--- src/rtl/core/crc8cfc_pkg.sv ---
// ----------------------------------------------------------------------------
// crc8cfc_pkg
// Shared types, constants and the CRC-8 byte update of the command frame
// checker.
// ----------------------------------------------------------------------------
`default_nettype none

package crc8cfc_pkg;

  localparam int unsigned StoreDepth  = 7;
  localparam int unsigned CountWidth  = 4;
  localparam int unsigned StoreIdxW   = $clog2(StoreDepth);

  localparam logic [CountWidth-1:0] CountMax    = CountWidth'(9);
  localparam logic [CountWidth-1:0] RelativeCnt = CountWidth'(5);
  localparam logic [CountWidth-1:0] AbsoluteCnt = CountWidth'(7);
  localparam logic [CountWidth-1:0] StoreCnt    = CountWidth'(StoreDepth);

  localparam logic [7:0] CrcPoly = 8'h07;

  typedef enum logic [1:0] {
    StIgnored  = 2'd0,
    StRelative = 2'd1,
    StAbsolute = 2'd2,
    StCrcError = 2'd3
  } status_e;

  typedef logic [7:0] store_t [StoreDepth];

  typedef struct packed {
    status_e     status;
    logic [7:0]  function_code;
    logic [15:0] value_first;
    logic [15:0] value_second;
    logic [15:0] value_third;
    logic        opponent_detect_off;
    logic        realign_on;
    logic        slow_on;
  } result_t;

  function automatic logic [7:0] crc8_update(input logic [7:0] crc, input logic [7:0] b);
    logic [7:0] v;
    v = crc ^ b;
    for (int k = 0; k < 8; k++) begin
      if (v[7]) begin
        v = {v[6:0], 1'b0} ^ CrcPoly;
      end else begin
        v = {v[6:0], 1'b0};
      end
    end
    return v;
  endfunction

endpackage

`default_nettype wire

--- src/rtl/core/crc8cfc_decode.sv ---
// ----------------------------------------------------------------------------
// crc8cfc_decode
// Classifies a finished frame by length and CRC and unpacks its command
// fields from the stored bytes.
// ----------------------------------------------------------------------------
`default_nettype none

module crc8cfc_decode
  import crc8cfc_pkg::*;
(
  input  wire logic [CountWidth-1:0] byte_count_i,
  input  wire logic [7:0]            running_crc_i,
  input  wire logic [7:0]            data_byte_i,
  input  wire store_t                store_i,
  output result_t                    result_o
);

  logic is_rel;
  logic is_abs;
  logic crc_ok;

  assign is_rel = (byte_count_i == RelativeCnt);
  assign is_abs = (byte_count_i == AbsoluteCnt);
  assign crc_ok = (data_byte_i == running_crc_i);

  always_comb begin
    result_o = '0;
    result_o.status = StIgnored;
    priority if (!(is_rel || is_abs)) begin
      result_o.status = StIgnored;
    end else if (!crc_ok) begin
      result_o.status = StCrcError;
    end else begin
      result_o.status              = is_abs ? StAbsolute : StRelative;
      result_o.function_code       = store_i[0];
      result_o.value_first         = {store_i[1], store_i[2]};
      result_o.value_second        = {store_i[3], store_i[4]};
      result_o.value_third         = is_abs ? {store_i[5], store_i[6]} : 16'h0000;
      result_o.opponent_detect_off = store_i[0][0];
      result_o.realign_on          = store_i[0][1];
      result_o.slow_on             = store_i[0][2];
    end
  end

endmodule

`default_nettype wire

--- src/rtl/core/crc8_command_frame_checker_core.sv ---
// ----------------------------------------------------------------------------
// crc8_command_frame_checker_core
// Checks SMBus-style CRC-8 command frames arriving one byte per request and
// reports the status and decoded fields of each frame on its last byte.
//
//   channel  direction  handshake             payload
//   in       input      in_valid/in_ready     data_byte, last_byte
//   out      output     out_valid/out_ready   frame_status, function_code,
//                                             value_first/second/third,
//                                             opponent_detect_off,
//                                             realign_on, slow_on
//
// One byte per cycle unless stalled; the CRC update and frame decode are
// combinational between the frame state registers and the result register.
// A last byte's result is registered and appears in the cycle after acceptance.
// The input stalls only while a result waits and out_ready is low.
// Reset clears byte count, CRC and result valid; stored bytes are not reset.
// ----------------------------------------------------------------------------
`default_nettype none

module crc8_command_frame_checker_core
  import crc8cfc_pkg::*;
(
  input  wire logic        clk_i,
  input  wire logic        rst_ni,
  input  wire logic        in_valid_i,
  output logic             in_ready_o,
  input  wire logic [7:0]  data_byte_i,
  input  wire logic        last_byte_i,
  output logic             out_valid_o,
  input  wire logic        out_ready_i,
  output logic [1:0]       frame_status_o,
  output logic [7:0]       function_code_o,
  output logic [15:0]      value_first_o,
  output logic [15:0]      value_second_o,
  output logic [15:0]      value_third_o,
  output logic             opponent_detect_off_o,
  output logic             realign_on_o,
  output logic             slow_on_o
);

  logic [CountWidth-1:0] byte_count_q, byte_count_d;
  logic [7:0]            crc_q, crc_d;
  store_t                store_q;
  logic                  out_valid_q, out_valid_d;
  result_t               result_q, result_d;
  logic                  in_fire;

  assign in_ready_o = !out_valid_q || out_ready_i;
  assign in_fire    = in_valid_i && in_ready_o;

  crc8cfc_decode u_decode (
    .byte_count_i  (byte_count_q),
    .running_crc_i (crc_q),
    .data_byte_i   (data_byte_i),
    .store_i       (store_q),
    .result_o      (result_d)
  );

  always_comb begin
    byte_count_d = byte_count_q;
    crc_d        = crc_q;
    if (in_fire) begin
      if (last_byte_i) begin
        byte_count_d = '0;
        crc_d        = '0;
      end else begin
        crc_d = crc8_update(crc_q, data_byte_i);
        if (byte_count_q < CountMax) begin
          byte_count_d = byte_count_q + CountWidth'(1);
        end
      end
    end
  end

  always_comb begin
    out_valid_d = out_valid_q;
    if (in_fire && last_byte_i) begin
      out_valid_d = 1'b1;
    end else if (out_ready_i) begin
      out_valid_d = 1'b0;
    end
  end

  always_ff @(posedge clk_i or negedge rst_ni) begin
    if (!rst_ni) begin
      byte_count_q <= '0;
      crc_q        <= '0;
      out_valid_q  <= 1'b0;
    end else begin
      byte_count_q <= byte_count_d;
      crc_q        <= crc_d;
      out_valid_q  <= out_valid_d;
    end
  end

  always_ff @(posedge clk_i) begin
    if (in_fire && !last_byte_i && (byte_count_q < StoreCnt)) begin
      store_q[byte_count_q[StoreIdxW-1:0]] <= data_byte_i;
    end
    if (in_fire && last_byte_i) begin
      result_q <= result_d;
    end
  end

  assign out_valid_o           = out_valid_q;
  assign frame_status_o        = result_q.status;
  assign function_code_o       = result_q.function_code;
  assign value_first_o         = result_q.value_first;
  assign value_second_o        = result_q.value_second;
  assign value_third_o         = result_q.value_third;
  assign opponent_detect_off_o = result_q.opponent_detect_off;
  assign realign_on_o          = result_q.realign_on;
  assign slow_on_o             = result_q.slow_on;

endmodule

`default_nettype wire

--- config.mk ---
export PLATFORM = sky130hd
export DESIGN_NAME = crc8_command_frame_checker_core
export DESIGN_NICKNAME = d
export VERILOG_FILES = /design/src/rtl/core/crc8cfc_pkg.sv /design/src/rtl/core/crc8cfc_decode.sv /design/src/rtl/core/crc8_command_frame_checker_core.sv
export SDC_FILE = /design/constraint.sdc
export NUM_CORES = 1
export LEC_CHECK = 0
export BUFFER_PORTS_ARGS = -buffer_cell sky130_fd_sc_hd__buf_2
export CORE_MARGIN = 2
export CORE_UTILIZATION = 25
export CTS_CLUSTER_DIAMETER = 150
export DETAILED_ROUTE_END_ITERATION = 12
export PLACE_DENSITY = 0.45
export SLEW_MARGIN = 20
export SYNTH_ARGS = -nofsm -noshare
export SYNTH_HDL_FRONTEND = slang
export SYNTH_SLANG_ARGS = --single-unit
--- constraint.sdc ---
create_clock -name clk_i -period 5.3 [get_ports clk_i]
set_clock_uncertainty 0.1 [all_clocks]
set_input_delay 1.59 -clock clk_i [delete_from_list [all_inputs] [get_ports clk_i]]
set_output_delay 1.59 -clock clk_i [all_outputs]
set_load 0.01 [all_outputs]
Word-level counts from Yosys, hierarchy flattened
Index checks and enable logic that the tools add are counted.
{ "totals": {"word_cells": 82, "input_bits": 13, "register_bits": 130} }
{ "op_classes": {"bitwise_logic": 10, "n_reduce_logical": 14, "muxes": 32, "addsub": 1, "n_eq_ne": 3, "magnitude_cmp": 4} }
{ "ops": {"columns": ["operator", "n"], "rows": [
  ["8-bit two-way mux", 16],
  ["56-bit bitwise mux", 1],
  ["8-bit demux with 3-bit select", 1],
  ["3-bit two-way mux", 8],
  ["3-bit NOT", 8],
  ["4-bit by 3-bit == test with 1-bit output (second input constant)", 2],
  ["8-bit == test", 1],
  ["4-bit two-way mux", 2],
  ["8-bit XOR", 1],
  ["1-bit logical AND", 5],
  ["4-bit by 1-bit adder with 4-bit output (second input constant)", 1],
  ["4-bit greater-or-equal comparator (second input constant)", 1],
  ["4-bit by 1-bit less-than comparator with 1-bit output (second input constant)", 1],
  ["4-bit by 3-bit less-than comparator with 1-bit output (second input constant)", 1],
  ["4-bit less-than comparator (second input constant)", 1],
  ["2-bit two-way mux", 2],
  ["3-bit NOT with 4-bit output", 1],
  ["2-bit AND reduction", 2],
  ["2-bit nonzero test", 2],
  ["3-bit AND reduction", 1],
  ["1-bit zero test", 2],
  ["1-bit logical OR", 2],
  ["1-bit two-way mux", 2]
]} }

Logic depth before layout (Yosys ltp)
{ "logic_depth": {"ltp_word": 32, "mapped_depth": 7, "ltp_nobuf": 6} }

Modules after synthesis
A second synthesis with hierarchy kept.
{ "hier_totals": {"hier_cells": 360, "hier_area_um2": 5415.2} }
{ "by_module_without_submodules": {"columns": ["module", "cells_per_inst", "area_per_inst_um2", "n_inst"], "rows": [
  ["crc8_command_frame_checker_core", 210, 4491.8, 1],
  ["crc8cfc_decode", 150, 923.4, 1]
]} }

Least setup slack after synthesis
Ideal clock, no wire load.
{ "synth_path": {"kind": "in2reg", "start": "in out_ready_i", "end": "reg result_q (netlist bit frame_status_o[0]) (enable)", "arrival_time_ns": 4.561, "n_path_buf": 1, "setup_slack_ns": 0.163, "cell_stages": 4, "setup_ns": 0.476, "required_time_ns": 4.724, "path_cell_list": "nand2b_1 nand2_1 clkbuf_1 nor2_1"} }
{ "synth_via": {"elab_chain_len": 3} }
{ "synth_rtl": {"columns": ["item", "line_no", "source"], "rows": [
  ["from (decl)", "crc8_command_frame_checker_core.sv:31", "input wire logic out_ready_i,"],
  ["1-bit logical OR", "crc8_command_frame_checker_core.sv:49", "assign in_ready_o = !out_valid_q || out_ready_i;"],
  ["1-bit logical AND", "crc8_command_frame_checker_core.sv:50", "assign in_fire = in_valid_i && in_ready_o;"],
  ["1-bit logical AND", "crc8_command_frame_checker_core.sv:101", "if (in_fire && last_byte_i) begin"],
  ["to (signal assigned)", "crc8_command_frame_checker_core.sv:102", "result_q <= result_d;"],
  ["to (decl)", "crc8_command_frame_checker_core.sv:46", "result_t result_q, result_d;"]
]} }
No other way between the ends.
A chain may end at the register's enable or synchronous reset.

Worst setup path after layout
{ "layout_path": {"start": "in out_ready_i", "end": "out in_ready_o"} }
{ "layout_via": {"elab_chain_len": 1} }
{ "layout_rtl": {"columns": ["item", "line_no", "source"], "rows": [
  ["1-bit logical OR", "crc8_command_frame_checker_core.sv:49", null],
  ["to (decl)", "crc8_command_frame_checker_core.sv:27", "output logic in_ready_o,"]
]} }
No other way between the ends.

==> flow_summary.toml <==
[logic_synthesis]
synth_edf_count = 114
synth_cell_types = 29
avgSynthCellArea_sq_um = 16.72
ys_warn_count = 0
synth_flop_cell = "edfxtp_1"
ys_ff_latch = 127
yosys-top-cells-count = "edfxtp_1, and2_1, nand2_1, dfrtp_1, o21ai_0"
synth_nets = 309
netlist_instances = 290
synth_largest_area_cell = "edfxtp_1"
yosys.area.top_type_share_pct = 70.59
yosysSeqAreaShare_pct = 77.30
yosysMostFrequentCell = "edfxtp_1"
async_reset_ff_share_pct = 10.24
synth.area.top_cells = "edfxtp_1, and2_1, dfrtp_1, xnor3_1, ha_1"
syn-cell-area_sq_um = 4850

[power_and_ir_drop]
p_leak_nw = 2.358
power_density_nw_per_um2 = 449.5
p_total_mw = 2.775
peakVddDrop_mv = 0.1791

[grt]
grt_max_degree = 34
antenna_found_initial = 0
grt-ovfl-total = 0
grt.total_usage_pct = 10.38
grt_pass1_wl_mm = 15.21
grt_pass1_vias = 2604

[finish]
fill_cells = 1877
diodes = 0
drive_gt1_share_pct = 30.03
nets = 399
multi_input_area_sq_um = 1040
area_growth_pct = 27.27
seqCellArea_sq_um = 3749

[timing]
fin_crit_ns = 3.790
fmax_ghz = 0.2638
hold_viol_final = 0
slew_headroom_pct = 36.15
rsz0062_at_grt = "false"
finalSetupTns_ns = 0
fin_crit_sh_pct = 71.52
drv_slew = 0
tightest_slew_ns = 0.9499
finalSetupViolCount = 0

[drt]
vias_per_cell = 3.839
ant_nets = 0
avgRoutedWirePerCell_um = 15.25
drt_iter0_markers = 142
drc_errors = 0
first_pass_iters = 4
wl_mm = 9.957
vias = 2507

[critical_path]
cp-end-kind = "primary output"
cp.required_ns = 3.61
worstSetupPathType = "in -> out"
rrSetupSlack_ns = 2.87
worst-path-max-fanout = 6
cp-start-kind = "primary input"
critPathArrivalTime_ns = 2.10

[clock_tree]
post_cts_resized = 0
cts_tree = "built"
clockRootBuffer = "clkbuf_16"
hold_buffers = 0
cts_buffers = 17
clk_pin_slew_ns = 0.05
post_cts_buffers = 0
clockBufferDepth = 2
cts_htree_levels = 4
clk_latency_ns = 0.41
clock_sinks = 127

[floorplan]
die_w_um = 143.3
die_h_um = 143.3
start_util_pct = 25.67
row_count = 50
coreArea_sq_um = 18890
dieArea_sq_um = 20530
io_pins = 76

[job]
maxCapViolations = 0

[place]
port_buffers = 75
gp_congestion = 0.7818
place_hpwl_mm = 6.525

[run_status]
outcome = "completed"

[worst_hold_path]
hold_path.class = "reg -> reg"
## worst max-delay path: stages
cell	delay (ns)
buf_2	0.09
nand2b_1	0.23
buf_2	0.19
## report_power, final
group | switching [mW] | internal [mW]
clock | 0.406 | 0.783
combinational | 0.198 | 0.177
sequential | 0.0491 | 1.16
total | 0.654 | 2.12
## per-stage QoR
step	std cells	worst slack [ns]	area, sq um	hold WS (ns)	util, %
2_1_floorplan	290	0.1634	4850	0.3704	-
4_1_cts	653	1.508	6172	0.4075	32.67
3_3_place_gp	621	1.288	5563	0.4003	29.44
3_5_place_dp	621	1.493	5568	0.4025	29.47
6_report	653	1.510	6172	0.4060	32.67
5_1_grt	653	1.467	6172	0.4228	32.67
## logic make-up after synthesis
kind of cell	synth area share, %
flip-flops	77.30
XOR/XNOR	5.495
AND/OR/NAND/NOR	11.58
AO/OA/AOI/OAI	2.374
buffers and inverters	1.703
adder cells (fa/ha/maj)	1.548
## final timing paths
| path | startpoint | end | depth (start not counted) |
|---|---|---|---|
| min reg2reg | store_q[3] | value_third_o[3] | 1 |
| min in group asynchronous | rst_ni | out_valid_o | 1 |
| max in group asynchronous | rst_ni | crc_q[7] | 1 |
| min | store_q[3] | value_third_o[3] | 1 |
| max reg2reg | crc_q[7] | value_second_o[2] | 7 |
| max | out_ready_i | in_ready_o | 3 |
## state kept, by name (all words and copies together), names as in the netlist
register and cells:
out_valid_o 1, frame_status_o 2, crc_q 8, function_code_o 8, value_first_o 16, store_q 56
byte_count_q 4, value_second_o 16, value_third_o 16
## routing by layer
layer  routed length [um]  global-route usage, %
met1                 4527                  13.02
met2                 4772                  16.52
met3                  554                  3.689
met4                  102                  3.870
met5                    0                      0
## area by class of cell
| cell class | count | area share (%) |
|---|---|---|
| inverters | 9 | 0.5473 |
| multi-input cells | 144 | 16.85 |
| repair buffers | 81 | 6.811 |
| well taps | 260 | 5.271 |
| clock inverters | 12 | 2.716 |
| clock buffers | 20 | 7.075 |
| flip-flops and latches | 127 | 60.73 |
## placed cells by master (no fill, tap or decap), types with 5 or more instances in the layout
| cell | n |
|---|---|
| edfxtp_1 | 114 |
| buf_2 | 75 |
| and2_1 | 56 |
| clkbuf_16 | 17 |
| nand2_1 | 14 |
| dfrtp_1 | 13 |
| o21ai_0 | 10 |
| inv_1 | 9 |
| xnor2_1 | 7 |
| a21oi_1 | 6 |
| ha_1 | 6 |
| clkinv_2 | 6 |
| buf_4 | 6 |
| nor2_1 | 5 |
(Power assumes the default switching activity.)
